$ cat src/sv/bvm_pkg.sv
`default_nettype none
// ----------------------------------------------------------------------------
// bvm_pkg
// Shared types, register indexes and constants of the battery voltage monitor.
// ----------------------------------------------------------------------------
package bvm_pkg;

    // field widths
    localparam int ADC_W   = 12;
    localparam int TIME_W  = 32;
    localparam int MV_W    = 16;
    localparam int SCALE_W = 20;
    localparam int PCT_W   = 7;
    localparam int CFG_W   = 20;
    localparam int CFG_IDX_W = 3;

    // moving average store, depth is a power of two
    localparam int AVG_SHIFT = 3;
    localparam int AVG_DEPTH = 1 << AVG_SHIFT;
    localparam int SUM_W     = MV_W + AVG_SHIFT;

    // bit-serial multiplier: one adc bit per cycle
    localparam int MUL_CNT_W = $clog2(ADC_W);
    localparam int PROD_W    = ADC_W + SCALE_W;

    // percent divider: one quotient bit per cycle
    localparam int PCT_SCALE  = 100;
    localparam int NUM_W      = MV_W + PCT_W;
    localparam int DIV_CNT_W  = $clog2(PCT_W);

    // warning hold-off in ms
    localparam logic [TIME_W-1:0] WARN_HOLDOFF_MS = 32'd10000;

    // register indexes
    localparam logic [CFG_IDX_W-1:0] CFG_MV_PER_COUNT = 3'd0;
    localparam logic [CFG_IDX_W-1:0] CFG_BATT_MIN     = 3'd1;
    localparam logic [CFG_IDX_W-1:0] CFG_BATT_MAX     = 3'd2;
    localparam logic [CFG_IDX_W-1:0] CFG_ALARM_LOW    = 3'd3;
    localparam logic [CFG_IDX_W-1:0] CFG_SHUTDOWN     = 3'd4;
    localparam logic [CFG_IDX_W-1:0] CFG_AUTO_SHUT    = 3'd5;
    localparam logic [CFG_IDX_W-1:0] CFG_INTERVAL     = 3'd6;

    // register reset values
    localparam logic [SCALE_W-1:0] RST_MV_PER_COUNT = 20'd52813;
    localparam logic [MV_W-1:0]    RST_BATT_MIN     = 16'd3300;
    localparam logic [MV_W-1:0]    RST_BATT_MAX     = 16'd4200;
    localparam logic [MV_W-1:0]    RST_ALARM_LOW    = 16'd3500;
    localparam logic [MV_W-1:0]    RST_SHUTDOWN     = 16'd3300;
    localparam logic [MV_W-1:0]    RST_INTERVAL     = 16'd1000;

    // input word
    typedef struct packed {
        logic [ADC_W-1:0]  adc_value;
        logic [TIME_W-1:0] now_ms;
    } t_in_word;

    // result word
    typedef struct packed {
        logic              updated;
        logic [MV_W-1:0]   raw_mv;
        logic [MV_W-1:0]   avg_mv;
        logic [PCT_W-1:0]  percent;
        logic              is_low;
        logic              is_critical;
        logic              warning_event;
        logic              shutdown_event;
    } t_out_word;

    // divider handshake between top and divider
    typedef struct packed {
        logic start;
        logic done;
    } t_div_ctl;

endpackage
`default_nettype wire

$ cat src/sv/bvm_pct_div.sv
`default_nettype none
// ----------------------------------------------------------------------------
// bvm_pct_div
// Restoring divider for the charge percent, one quotient bit per cycle.
// ----------------------------------------------------------------------------
module bvm_pct_div
    import bvm_pkg::*;
(
    input  wire logic              i_clk,
    input  wire logic              i_rst_n,
    input  wire logic              i_start,
    input  wire logic [NUM_W-1:0]  i_num,
    input  wire logic [MV_W-1:0]   i_den,
    output logic                   o_done,
    output logic [PCT_W-1:0]       o_quot
);

    logic [NUM_W-1:0]     r_rem;
    logic [NUM_W-1:0]     r_dvs;
    logic [PCT_W-1:0]     r_quot;
    logic [DIV_CNT_W-1:0] r_cnt;
    logic                 r_busy;
    logic                 r_done;
    logic                 n_fits;

    // trial subtract of the shifted divisor
    assign n_fits = (r_rem >= r_dvs);

    // control
    always_ff @(posedge i_clk) begin
        if (!i_rst_n) begin
            r_busy <= 1'b0;
            r_done <= 1'b0;
            r_cnt  <= '0;
        end else begin
            r_done <= 1'b0;
            if (i_start) begin
                r_busy <= 1'b1;
                r_cnt  <= DIV_CNT_W'(PCT_W - 1);
            end else if (r_busy) begin
                if (r_cnt == '0) begin
                    r_busy <= 1'b0;
                    r_done <= 1'b1;
                end else begin
                    r_cnt <= r_cnt - 1'b1;
                end
            end
        end
    end

    // datapath
    always_ff @(posedge i_clk) begin
        if (i_start) begin
            r_rem  <= i_num;
            r_dvs  <= {1'b0, i_den, {(PCT_W-1){1'b0}}};
            r_quot <= '0;
        end else if (r_busy) begin
            if (n_fits) begin
                r_rem <= r_rem - r_dvs;
            end
            r_quot <= {r_quot[PCT_W-2:0], n_fits};
            r_dvs  <= r_dvs >> 1;
        end
    end

    assign o_done = r_done;
    assign o_quot = r_quot;

endmodule
`default_nettype wire

$ cat src/sv/battery_voltage_monitor_core.sv
`default_nettype none
// ----------------------------------------------------------------------------
// battery_voltage_monitor_core
// Moving-average battery monitor with percent, low warning and shutdown.
// ----------------------------------------------------------------------------
// Works one word at a time. An accepted sample goes from the input handshake
// through the bit-serial scale multiplier (one adc bit per cycle), the average
// store, the thresholds, the step that forms the divider numerator, the percent
// divider and its done flag, and the load of the output register. A sample
// inside the update interval skips the multiplier and the store. The input
// stalls from the handshake until the result is loaded, so a new word is not
// taken before the last one is through. The result waits in an output
// register; the next word is taken while it waits.
// ----------------------------------------------------------------------------
module battery_voltage_monitor_core
    import bvm_pkg::*;
(
    input  wire logic                  i_clk,
    input  wire logic                  i_rst_n,
    // input words
    input  wire logic                  i_valid,
    output logic                       o_stall,
    input  wire t_in_word              i_data,
    // result words
    output logic                       o_valid,
    input  wire logic                  i_stall,
    output t_out_word                  o_data,
    // register writes
    input  wire logic                  i_cfg_we,
    input  wire logic [CFG_IDX_W-1:0]  i_cfg_idx,
    input  wire logic [CFG_W-1:0]      i_cfg_wdata
);

    typedef enum logic [6:0] {
        ST_IDLE  = 7'b0000001,
        ST_MUL   = 7'b0000010,
        ST_AVG   = 7'b0000100,
        ST_FLAG  = 7'b0001000,
        ST_SCALE = 7'b0010000,
        ST_DIV   = 7'b0100000,
        ST_DONE  = 7'b1000000
    } t_state;

    // registers
    logic [SCALE_W-1:0]   r_mv_per_count;
    logic [MV_W-1:0]      r_batt_min;
    logic [MV_W-1:0]      r_batt_max;
    logic [MV_W-1:0]      r_alarm_low;
    logic [MV_W-1:0]      r_shutdown;
    logic                 r_auto_shut;
    logic [MV_W-1:0]      r_interval;

    // state
    t_state               r_state;
    t_state               n_state;
    logic [MV_W-1:0]      r_store [AVG_DEPTH];
    logic [AVG_SHIFT-1:0] r_slot;
    logic [SUM_W-1:0]     r_sum;
    logic [SUM_W-1:0]     n_sum;
    logic                 r_primed;
    logic [TIME_W-1:0]    r_last_upd;
    logic [TIME_W-1:0]    r_last_warn;
    logic                 r_warn_off;
    logic                 r_crit_latched;
    logic [MV_W-1:0]      r_held_raw;
    logic [MV_W-1:0]      r_held_avg;

    // per word working registers
    logic [TIME_W-1:0]    r_now;
    logic                 r_accept;
    logic [PROD_W-1:0]    r_prod;
    logic [MUL_CNT_W-1:0] r_mul_cnt;
    logic [SCALE_W:0]     n_part;
    logic [MV_W-1:0]      n_mv;
    logic                 r_low;
    logic                 r_crit;
    logic                 r_warn;
    logic                 r_shut;
    logic [MV_W-1:0]      r_diff;
    logic [MV_W-1:0]      r_den;
    logic                 r_span_ok;
    logic [NUM_W-1:0]     n_num;
    logic [MV_W-1:0]      n_clamp;
    logic                 n_low;
    logic                 n_crit;
    logic                 n_in_take;
    logic                 n_out_take;
    logic                 n_due;

    // output register
    logic                 r_out_valid;
    t_out_word            r_out;

    t_div_ctl             div_ctl;
    logic [PCT_W-1:0]     div_quot;

    assign n_in_take  = i_valid && !o_stall;
    assign n_out_take = r_out_valid && !i_stall;
    assign n_due      = !r_primed ||
                        ((i_data.now_ms - r_last_upd) >= {16'd0, r_interval});

    // register write port
    always_ff @(posedge i_clk) begin
        if (!i_rst_n) begin
            r_mv_per_count <= RST_MV_PER_COUNT;
            r_batt_min     <= RST_BATT_MIN;
            r_batt_max     <= RST_BATT_MAX;
            r_alarm_low    <= RST_ALARM_LOW;
            r_shutdown     <= RST_SHUTDOWN;
            r_auto_shut    <= 1'b1;
            r_interval     <= RST_INTERVAL;
        end else if (i_cfg_we) begin
            case (i_cfg_idx)
                CFG_MV_PER_COUNT: r_mv_per_count <= i_cfg_wdata;
                CFG_BATT_MIN:     r_batt_min     <= i_cfg_wdata[MV_W-1:0];
                CFG_BATT_MAX:     r_batt_max     <= i_cfg_wdata[MV_W-1:0];
                CFG_ALARM_LOW:    r_alarm_low    <= i_cfg_wdata[MV_W-1:0];
                CFG_SHUTDOWN:     r_shutdown     <= i_cfg_wdata[MV_W-1:0];
                CFG_AUTO_SHUT:    r_auto_shut    <= i_cfg_wdata[0];
                CFG_INTERVAL:     r_interval     <= i_cfg_wdata[MV_W-1:0];
                default: ;
            endcase
        end
    end

    // sequencer
    always_comb begin
        n_state = r_state;
        case (r_state)
            ST_IDLE:  if (i_valid) n_state = n_due ? ST_MUL : ST_FLAG;
            ST_MUL:   if (r_mul_cnt == '0) n_state = ST_AVG;
            ST_AVG:   n_state = ST_FLAG;
            ST_FLAG:  n_state = ST_SCALE;
            ST_SCALE: n_state = ST_DIV;
            ST_DIV:   if (div_ctl.done) n_state = ST_DONE;
            ST_DONE:  if (!r_out_valid || !i_stall) n_state = ST_IDLE;
            default:  n_state = ST_IDLE;
        endcase
    end

    always_ff @(posedge i_clk) begin
        if (!i_rst_n) begin
            r_state <= ST_IDLE;
        end else begin
            r_state <= n_state;
        end
    end

    assign o_stall = (r_state != ST_IDLE);

    // take the word
    always_ff @(posedge i_clk) begin
        if (n_in_take) begin
            r_now    <= i_data.now_ms;
            r_accept <= n_due;
        end
    end

    // bit-serial scale multiply, lsb of the adc value first
    assign n_part = {1'b0, r_prod[PROD_W-1:ADC_W]}
                  + (r_prod[0] ? {1'b0, r_mv_per_count} : '0);
    // product of 12 by 20 bits never exceeds 32 bits, so no saturation hit
    assign n_mv   = r_prod[PROD_W-1:PROD_W-MV_W];

    always_ff @(posedge i_clk) begin
        if (n_in_take) begin
            r_prod    <= {{SCALE_W{1'b0}}, i_data.adc_value};
            r_mul_cnt <= MUL_CNT_W'(ADC_W - 1);
        end else if (r_state == ST_MUL) begin
            r_prod    <= {n_part, r_prod[ADC_W-1:1]};
            r_mul_cnt <= r_mul_cnt - 1'b1;
        end
    end

    // average store update
    assign n_sum = r_primed ? (r_sum - {{AVG_SHIFT{1'b0}}, r_store[r_slot]}
                               + {{AVG_SHIFT{1'b0}}, n_mv})
                            : {n_mv, {AVG_SHIFT{1'b0}}};

    always_ff @(posedge i_clk) begin
        if (r_state == ST_AVG) begin
            for (int k = 0; k < AVG_DEPTH; k++) begin
                if (!r_primed || (r_slot == AVG_SHIFT'(k))) begin
                    r_store[k] <= n_mv;
                end
            end
        end
    end

    always_ff @(posedge i_clk) begin
        if (!i_rst_n) begin
            r_slot     <= '0;
            r_sum      <= '0;
            r_primed   <= 1'b0;
            r_last_upd <= '0;
            r_held_raw <= '0;
            r_held_avg <= '0;
        end else if (r_state == ST_AVG) begin
            r_slot     <= r_primed ? r_slot + 1'b1 : '0;
            r_sum      <= n_sum;
            r_primed   <= 1'b1;
            r_last_upd <= r_now;
            r_held_raw <= n_mv;
            r_held_avg <= n_sum[SUM_W-1:AVG_SHIFT];
        end
    end

    // thresholds, warning and shutdown
    assign n_low  = (r_held_avg <= r_alarm_low);
    assign n_crit = (r_held_avg <= r_shutdown);

    always_ff @(posedge i_clk) begin
        if (!i_rst_n) begin
            r_last_warn    <= '0;
            r_warn_off     <= 1'b0;
            r_crit_latched <= 1'b0;
            r_warn         <= 1'b0;
            r_shut         <= 1'b0;
        end else if (r_state == ST_FLAG) begin
            r_warn <= 1'b0;
            r_shut <= 1'b0;
            if (r_accept) begin
                if (n_low && !r_warn_off
                    && ((r_now - r_last_warn) >= WARN_HOLDOFF_MS)) begin
                    r_warn      <= 1'b1;
                    r_last_warn <= r_now;
                    r_warn_off  <= 1'b1;
                end else if (!n_low && r_warn_off) begin
                    r_warn_off  <= 1'b0;
                end
                if (r_auto_shut && n_crit && !r_crit_latched) begin
                    r_crit_latched <= 1'b1;
                    r_shut         <= 1'b1;
                end
            end
        end
    end

    // clamp the average into the span
    always_comb begin
        n_clamp = r_held_avg;
        if (n_clamp < r_batt_min) n_clamp = r_batt_min;
        if (n_clamp > r_batt_max) n_clamp = r_batt_max;
    end

    always_ff @(posedge i_clk) begin
        if (r_state == ST_FLAG) begin
            r_low     <= n_low;
            r_crit    <= n_crit;
            r_diff    <= n_clamp - r_batt_min;
            r_den     <= r_batt_max - r_batt_min;
            r_span_ok <= (r_batt_max > r_batt_min);
        end
    end

    // numerator diff * 100 as shifted adds
    assign n_num = ({{PCT_W{1'b0}}, r_diff} << 6)
                 + ({{PCT_W{1'b0}}, r_diff} << 5)
                 + ({{PCT_W{1'b0}}, r_diff} << 2);

    assign div_ctl.start = (r_state == ST_SCALE);

    bvm_pct_div u_div (
        .i_clk   (i_clk),
        .i_rst_n (i_rst_n),
        .i_start (div_ctl.start),
        .i_num   (n_num),
        .i_den   (r_den),
        .o_done  (div_ctl.done),
        .o_quot  (div_quot)
    );

    // output register
    always_ff @(posedge i_clk) begin
        if (!i_rst_n) begin
            r_out_valid <= 1'b0;
        end else if ((r_state == ST_DONE) && (!r_out_valid || !i_stall)) begin
            r_out_valid <= 1'b1;
        end else if (n_out_take) begin
            r_out_valid <= 1'b0;
        end
    end

    always_ff @(posedge i_clk) begin
        if ((r_state == ST_DONE) && (!r_out_valid || !i_stall)) begin
            r_out.updated        <= r_accept;
            r_out.raw_mv         <= r_held_raw;
            r_out.avg_mv         <= r_held_avg;
            r_out.percent        <= r_span_ok ? div_quot : '0;
            r_out.is_low         <= r_low;
            r_out.is_critical    <= r_crit;
            r_out.warning_event  <= r_warn;
            r_out.shutdown_event <= r_shut;
        end
    end

    assign o_valid = r_out_valid;
    assign o_data  = r_out;

    // checks
    a_state_onehot: assert property (@(posedge i_clk) disable iff (!i_rst_n)
        $onehot(r_state))
        else $error("state register not one-hot");

    a_pct_range: assert property (@(posedge i_clk) disable iff (!i_rst_n)
        o_valid |-> (o_data.percent <= 7'd100))
        else $error("percent above 100");

    a_shut_cause: assert property (@(posedge i_clk) disable iff (!i_rst_n)
        (o_valid && o_data.shutdown_event) |-> (o_data.updated && o_data.is_critical))
        else $error("shutdown event without critical update");

    a_warn_cause: assert property (@(posedge i_clk) disable iff (!i_rst_n)
        (o_valid && o_data.warning_event) |-> (o_data.updated && o_data.is_low))
        else $error("warning event without low update");

    a_latch_holds: assert property (@(posedge i_clk) disable iff (!i_rst_n)
        r_crit_latched |=> r_crit_latched)
        else $error("shutdown latch cleared without reset");

endmodule
`default_nettype wire

$ cat config.mk
export PLATFORM = sky130hd
export DESIGN_NAME = battery_voltage_monitor_core
export DESIGN_NICKNAME = d
export VERILOG_FILES = /design/src/sv/bvm_pkg.sv /design/src/sv/bvm_pct_div.sv /design/src/sv/battery_voltage_monitor_core.sv
export SDC_FILE = /design/constraint.sdc
export NUM_CORES = 1
export LEC_CHECK = 0
export BUFFER_PORTS_ARGS = -buffer_cell sky130_fd_sc_hd__buf_2
export CAP_MARGIN = 20
export CORE_MARGIN = 5
export CORE_UTILIZATION = 65
export CTS_CLUSTER_DIAMETER = 150
export DETAILED_ROUTE_END_ITERATION = 6
export HOLD_SLACK_MARGIN = 0.05
export PLACE_DENSITY = 0.85
export SLEW_MARGIN = 20
export SYNTH_ARGS = -nofsm -noshare
export SYNTH_HDL_FRONTEND = slang
export SYNTH_HIERARCHICAL = 1
export SYNTH_SLANG_ARGS = --single-unit
$ cat constraint.sdc
create_clock -name i_clk -period 10.2 [get_ports i_clk]
set_clock_uncertainty 0.05 [all_clocks]
set_input_delay 2.04 -clock i_clk [delete_from_list [all_inputs] [get_ports i_clk]]
set_output_delay 2.04 -clock i_clk [all_outputs]
set_load 0.005 [all_outputs]
==> impl_metrics.csv, run 1 <==
group,metric,value,unit
layout,syn_to_final_growth,9.60,%
drt,drc,0,
setup_path,critPathKind,"flip-flop to flip-flop",
drt,wire_per_inst,21.9,um
grt,grt_max_degree,77,
synth,postSynthCellCount,3310,
placement,dp_hpwl,62.9,mm
timing,worstMarginPinSlew,1.12,ns
placement,pre_cts_ws,2.81,ns
setup_path,required,10.50,ns
drt,route.met2.wl,42.5,mm
synth,synth_cell_types,89,
cts,clockRootBuffer,"clkbuf_16",
drt,via_count,25500,
die,start_util,65.4,%
setup_path,cp_max_fo,18,
drt,met3_length,7.26,mm
die,dieArea,53400,um^2
die,rows,81,
power,intPower,3.88,mW
power,power,5.23,mW
timing,tns,0,ns
synth,synth_flop_cell,"edfxtp_1",
cts,ctsResizeCount,0,
drt,drtAntennaViolNets,0,
setup_path,cp-startpoint,"r_batt_min[1]",
die,die_y,231,um
cts,cts_tree,"built",
layout,utilization,71.6,%
synth,avgSynthCellArea,9.61,um^2
timing,setup_violations,0,
power,p_leak,13.8,nW
power,swShare,25.9,%
power,p_sw,1.36,mW
power,p_seq_share,46.5,%
grt,grt_usage,32.6,%
cts,cts_hold_buf,0,
drt,m1WireLength,34.3,mm
drt,dr.pass1.iters,6,
timing,fin_crit_sh,74.2,%
grt,grt_pass1_vias,25300,
cts,cts_max_level,2,
grt,antenna_found_initial,1,
drt,drt_wl_total,88.8,mm
timing,fin_crit,7.57,ns
timing,layout_setup_ws,2.63,ns
setup_path,crit_top_cell,"a21o_1",
timing,finalMaxSlewViolations,0,
cts,cts.sinks,552,
flow_run,maxCapViolCount,0,
cts,clock_path_buffers,3,
timing,hold_ws,0.375,ns
outcome,outcome,"finished clean",
timing,timing.final.hold_violations,0,
drt,via_per_inst,6.30,
layout,nets,3755,
setup_path,critPathLaunchType,"flip-flop",
setup_path,r2r_start,"r_batt_min[1]",
synth,yosysWarnings,6,
min_path,hp-start,"r_low",
timing,maxSlewHeadroom,25.1,%
grt,grt_overflow,0,
synth,async_flop_share,0,%
placement,gp_congestion,1.03,
synth,synth_edf_count,291,
layout,diodes,0,
placement,io_buffers,117,
timing,rsz0062_at_grt,"false",
setup_path,cp-end-kind,"flip-flop",
drt,top_layer,"met4",
timing,max_freq,132,MHz
power,clockPowerShare,41.4,%
cts,cts_buffers,57,
die,die_width,231,um
die,core,48600,um^2
drt,drt_iter0_markers,2726,
synth,synthesis.area,31800,um^2
power,combPwrFrac,12.1,%
grt,grt_pass1_wl,138,mm
setup_path,max_stage_delay,0.43,ns
cts,post_cts_buffers,0,
cts,clk_pin_slew,0.06,ns
layout,drive_gt1_share,9.81,%
min_path,min_path_type,"flip-flop to flip-flop",
power,ir_drop,0.190,mV
setup_path,cp_slowest_cell,"dfxtp_1",
setup_path,critPathArrivalTime,7.87,ns
power,power.density,150,nW/um^2
cts,insertion_delay,0.63,ns
synth,ys_seq_area_share,43.9,%
synth,synth-seq-cells,552,
die,io_pins,118,
## critical path: cells and delay by family (launching register included)
family          cells  cell delay (ns)
buf+inv             2             0.46
compound gates     21             3.98
fa+ha+maj           4             1.24
simple gates        5             0.62
mux                 2             0.55
flops               1             0.43
## through the flow
stage / cell area [um^2] / cells
2_1_floorplan: 31800 / 3311
3_3_place_gp: 32900 / 3949
3_5_place_dp: 32900 / 3949
4_1_cts: 34800 / 4057
5_1_grt: 34800 / 4057
6_report: 34800 / 4057
## area by class of cell
type,instances,area (um^2)
tap,622,778
fill,3449,13800
sequential,552,14000
timing repair buffer,151,843
clock buffer,76,1580
clock inverter,32,387
multi-input combinational,2314,16100
inverter,310,1170
## logic make-up (layout without fill, tap and decap cells)
| group | after synthesis | count (layout) | synth area share (%) |
|---|---|---|---|
| multiplexers | 124 | 124 | 5.24 |
| flip-flops | 552 | 552 | 43.9 |
| XOR/XNOR | 118 | 118 | 3.25 |
| AO/OA/AOI/OAI | 777 | 777 | 15.5 |
| adder cells (fa/ha/maj) | 297 | 297 | 12.5 |
| buffers and inverters | 445 | 569 | 5.48 |
| AND/OR/NAND/NOR | 996 | 996 | 14.1 |
| other | 1 | 2 | 0.0118 |
## power by group through the flow
stage	logic (mW)	registers (mW)	clock network, mW
2_1_floorplan	0.446	2.46	0
3_3_place_gp	0.587	2.48	0
3_5_place_dp	0.609	2.48	0
4_1_cts	0.620	2.43	2.18
5_1_grt	0.694	2.44	2.28
6_report	0.634	2.44	2.16
## cells in the mapped netlist, types with 7 or more instances
cell,n,area share [%]
nand3_1,58,0.91
buf_2,8,0.13
nor2_1,157,1.9
nor3_1,36,0.57
a21boi_0,27,0.64
a31oi_1,27,0.53
nor4b_1,7,0.19
clkbuf_1,103,1.2
or2_2,11,0.22
inv_1,306,3.6
dfxtp_1,261,16
xor2_1,39,1.1
o22ai_1,12,0.24
o21ai_0,125,2.0
ha_1,262,10
a22o_1,9,0.25
mux2_2,18,0.64
o21a_1,43,1.0
or3_1,14,0.28
o211ai_1,46,1.1
mux2i_1,72,2.3
nor2b_1,30,0.59
a21oi_1,266,4.2
o31ai_1,23,0.54
xnor2_1,79,2.2
o2111ai_1,9,0.25
nor4_1,13,0.26
a211oi_1,13,0.31
fa_1,35,2.2
o21ai_1,22,0.35
nand2b_1,17,0.33
a21o_1,68,1.6
o21bai_1,12,0.28
buf_6,8,0.28
a221oi_1,7,0.19
nand4_1,39,0.77
edfxtp_1,291,27
and3_1,18,0.35
buf_1,15,0.18
mux4_2,32,2.3
and2_1,32,0.63
nand2_1,529,6.2
## registers in the layout, summed over array words and instances (netlist names), 19 cells and up, named ones only
register	cells
r_store	128
r_now	32
r_last_warn	32
u_div/r_rem	23
r_sum	19
u_div/r_dvs	22
o_data	44
r_prod	32
r_mv_per_count	20
r_last_upd	32
## cell usage in the layout, fill, tap and decap left out, types with 35 or more instances in the layout
cell       count
nor2_1       157
o21a_1        43
buf_4         35
nand3_1       58
clkbuf_16     57
a21oi_1      264
mux2i_1       72
xnor2_1       79
inv_1        305
nand4_1       39
dfxtp_1      260
nand2_1      529
fa_1          35
xor2_1        39
buf_2        116
o211ai_1      46
ha_1         262
a21o_1        68
o21ai_0      125
edfxtp_1     291
## per-layer routing
metal	global-route usage, %	up-vias
li1	-	11900
met1	41.4	12200
met2	55.9	1199
met3	4.84	287
met4	14.6	0
met5	0	-
## worst paths after layout
kind / cells past startpoint / end / slack [ns]
worst max-delay path: 34 / r_diff[14] / 2.63
worst min-delay path: 0 / o_data[3] / 0.37
worst max register to register: 34 / r_diff[14] / 2.63
worst min register to register: 0 / o_data[3] / 0.37
Note: power is estimated with default switching activity, not from simulation.
==> run 2, diff against run 1 <==
- CORE_UTILIZATION: 65 -> 63
- PLACE_DENSITY: 0.85 -> 0.83
- clock period: 10.2 -> 7.8 ns (I/O delays scaled with it)
==> run 2 against run 1 <==
Net effect:
- the flow now finishes with violations (design-rule violations)
- utilization decreased by 1.7 points
- sequential power grew 31%
- clock power up 35%
- worst setup slack lost 2.1 ns
- cell count increased by 1.3%
- sequential share of layout area down 0.19 points
- first-iteration DRC count down 18%
- worst hold slack got worse by 0.011 ns
- critical path type unchanged
- highest routed layer is now met5
==> impl_metrics.csv, run 2 (synthesized netlist as in run 1, its figures left out) <==
group,metric,value,unit
die,die_y,235,um
setup_path,max_stage_delay,0.43,ns
setup_path,critPathLaunchType,"flip-flop",
min_path,whs_path_depth,0,
drt,via_count,25200,
grt,grt_overflow,0,
layout,largest_register,"r_store",
setup_path,critPathBufInv,2,
die,dieArea,55100,um^2
drt,dr.pass1.iters,7,
power,p_leak,13.8,nW
cts,insertion_delay,0.65,ns
grt,grt_pass1_wl,135,mm
setup_path,cp-startpoint,"r_batt_min[1]",
drt,drt_iter0_markers,2248,
timing,worstMarginPinSlew,1.08,ns
setup_path,critPathKind,"flip-flop to flip-flop",
cts,clockRootBuffer,"clkbuf_16",
die,core,50100,um^2
cts,cts_tree,"built",
placement,placed_cells,3999,
layout,reg_top3,"r_store (128), o_data (44)",
setup_path,reg2regPathDepth,35,
die,rows,82,
setup_path,r2r_start,"r_batt_min[1]",
layout,layout_commonest_cell,"nand2_1",
timing,timing.final.hold_violations,0,
setup_path,cp-end-kind,"flip-flop",
cts,clk_pin_slew,0.06,ns
timing,maxSlewHeadroom,26.9,%
drt,drtAntennaViolNets,0,
grt,grt_usage,30.3,%
timing,finalMaxSlewViolations,0,
layout,stdcell_count,4110,
drt,via_per_inst,6.13,
drt,drc,11,
cts,clock_path_buffers,3,
setup_path,cp.depth,35,
cts,ctsResizeCount,0,
die,start_util,63.5,%
setup_path,critPathArrivalTime,7.64,ns
drt,drt_wl_total,86.2,mm
layout,final_cell_mix,"529 x nand2_1, 305 x inv_1, 291 x edfxtp_1",
setup_path,cp_top_family,"compound AO/OA/AOI/OAI gates",
layout,utilization,69.9,%
cts,cts_max_level,2,
timing,fin_crit,7.31,ns
placement,io_buffers,117,
grt,antenna_found_initial,5,
layout,drive_gt1_share,9.96,%
placement,pre_cts_ws,0.346,ns
cts,cts.sinks,552,
grt,grt_max_degree,104,
layout,syn_to_final_growth,10.1,%
outcome,violations,"design-rule violations",
drt,wire_per_inst,21.0,um
power,power,6.93,mW
layout,largest_reg_flops,128,
min_path,hp-start,"r_crit",
setup_path,cp_slowest_cell,"dfxtp_1",
min_path,min_path_type,"flip-flop to flip-flop",
power,power.density,198,nW/um^2
cts,post_cts_buffers,0,
die,io_pins,118,
cts,cts_buffers,57,
power,ir_drop,0.225,mV
timing,setup_violations,0,
grt,grt_pass1_vias,24700,
placement,dp_hpwl,62.5,mm
cts,cts_hold_buf,0,
layout,nets,3755,
die,die_width,235,um
setup_path,crit_top_cell,"a21o_1",
outcome,outcome,"finished, violations left",
setup_path,required,8.13,ns
timing,tns,0,ns
timing,fin_crit_sh,93.7,%
placement,gp_congestion,0.946,
setup_path,cp_max_fo,8,
timing,max_freq,137,MHz
flow_run,maxCapViolCount,0,
timing,layout_setup_ws,0.489,ns
## run 2: cell types whose count changed in the layout (fill, tap and decap cells not counted), moves of 3 or more
| cell | before | now |
|---|---|---|
| clkbuf_16 | 57 | 66 |
| clkbuf_8 | 8 | 2 |
| clkinv_2 | 6 | 12 |
| clkinvlp_4 | 8 | 4 |
| clkbuf_1 | 11 | 8 |
| diode_2 | 0 | 3 |
## run 2: where the power goes
part           switching (mW)  total, mW  leakage [nW]  internal, mW
Sequential             0.0575       3.19          4.82          3.13
Clock                    1.22       2.91          1.00          1.69
Combinational           0.515      0.826          8.00         0.311
Total                    1.79       6.93          13.8          5.14
## run 2: layer usage
metal	vias to the layer above	track usage, %	share of wire [%]
li1	11900	-	-
met4	2	13.9	5.2
met3	233	5.07	7.2
met2	1072	50.6	48
met5	-	0	0.015
met1	12000	38.9	40
## run 2: metrics by stage
stage	hold slack [ns]	area, um^2
after floorplan	0.350	31800
after global placement	0.357	32900
after detailed placement	0.357	32900
after CTS	0.367	35000
after global routing	0.377	35000
final	0.364	35000
## run 2: layout make-up
cell class              count  area (um^2)
multi-input cells        2314        16100
fillers                  3813        15100
flip-flops and latches    552        14000
clock buffers              76         1710
inverters                 310         1170
repair buffers            151          847
well taps                 672          841
clock inverters            32          342
diodes                      3         7.51
## run 2: final timing paths
| path | slack (ns) | endpoint |
|---|---|---|
| worst max-delay path | 0.49 | r_diff[14] |
| worst min-delay path | 0.36 | o_data[2] |
| worst max register to register | 0.49 | r_diff[14] |
| worst min register to register | 0.36 | o_data[2] |
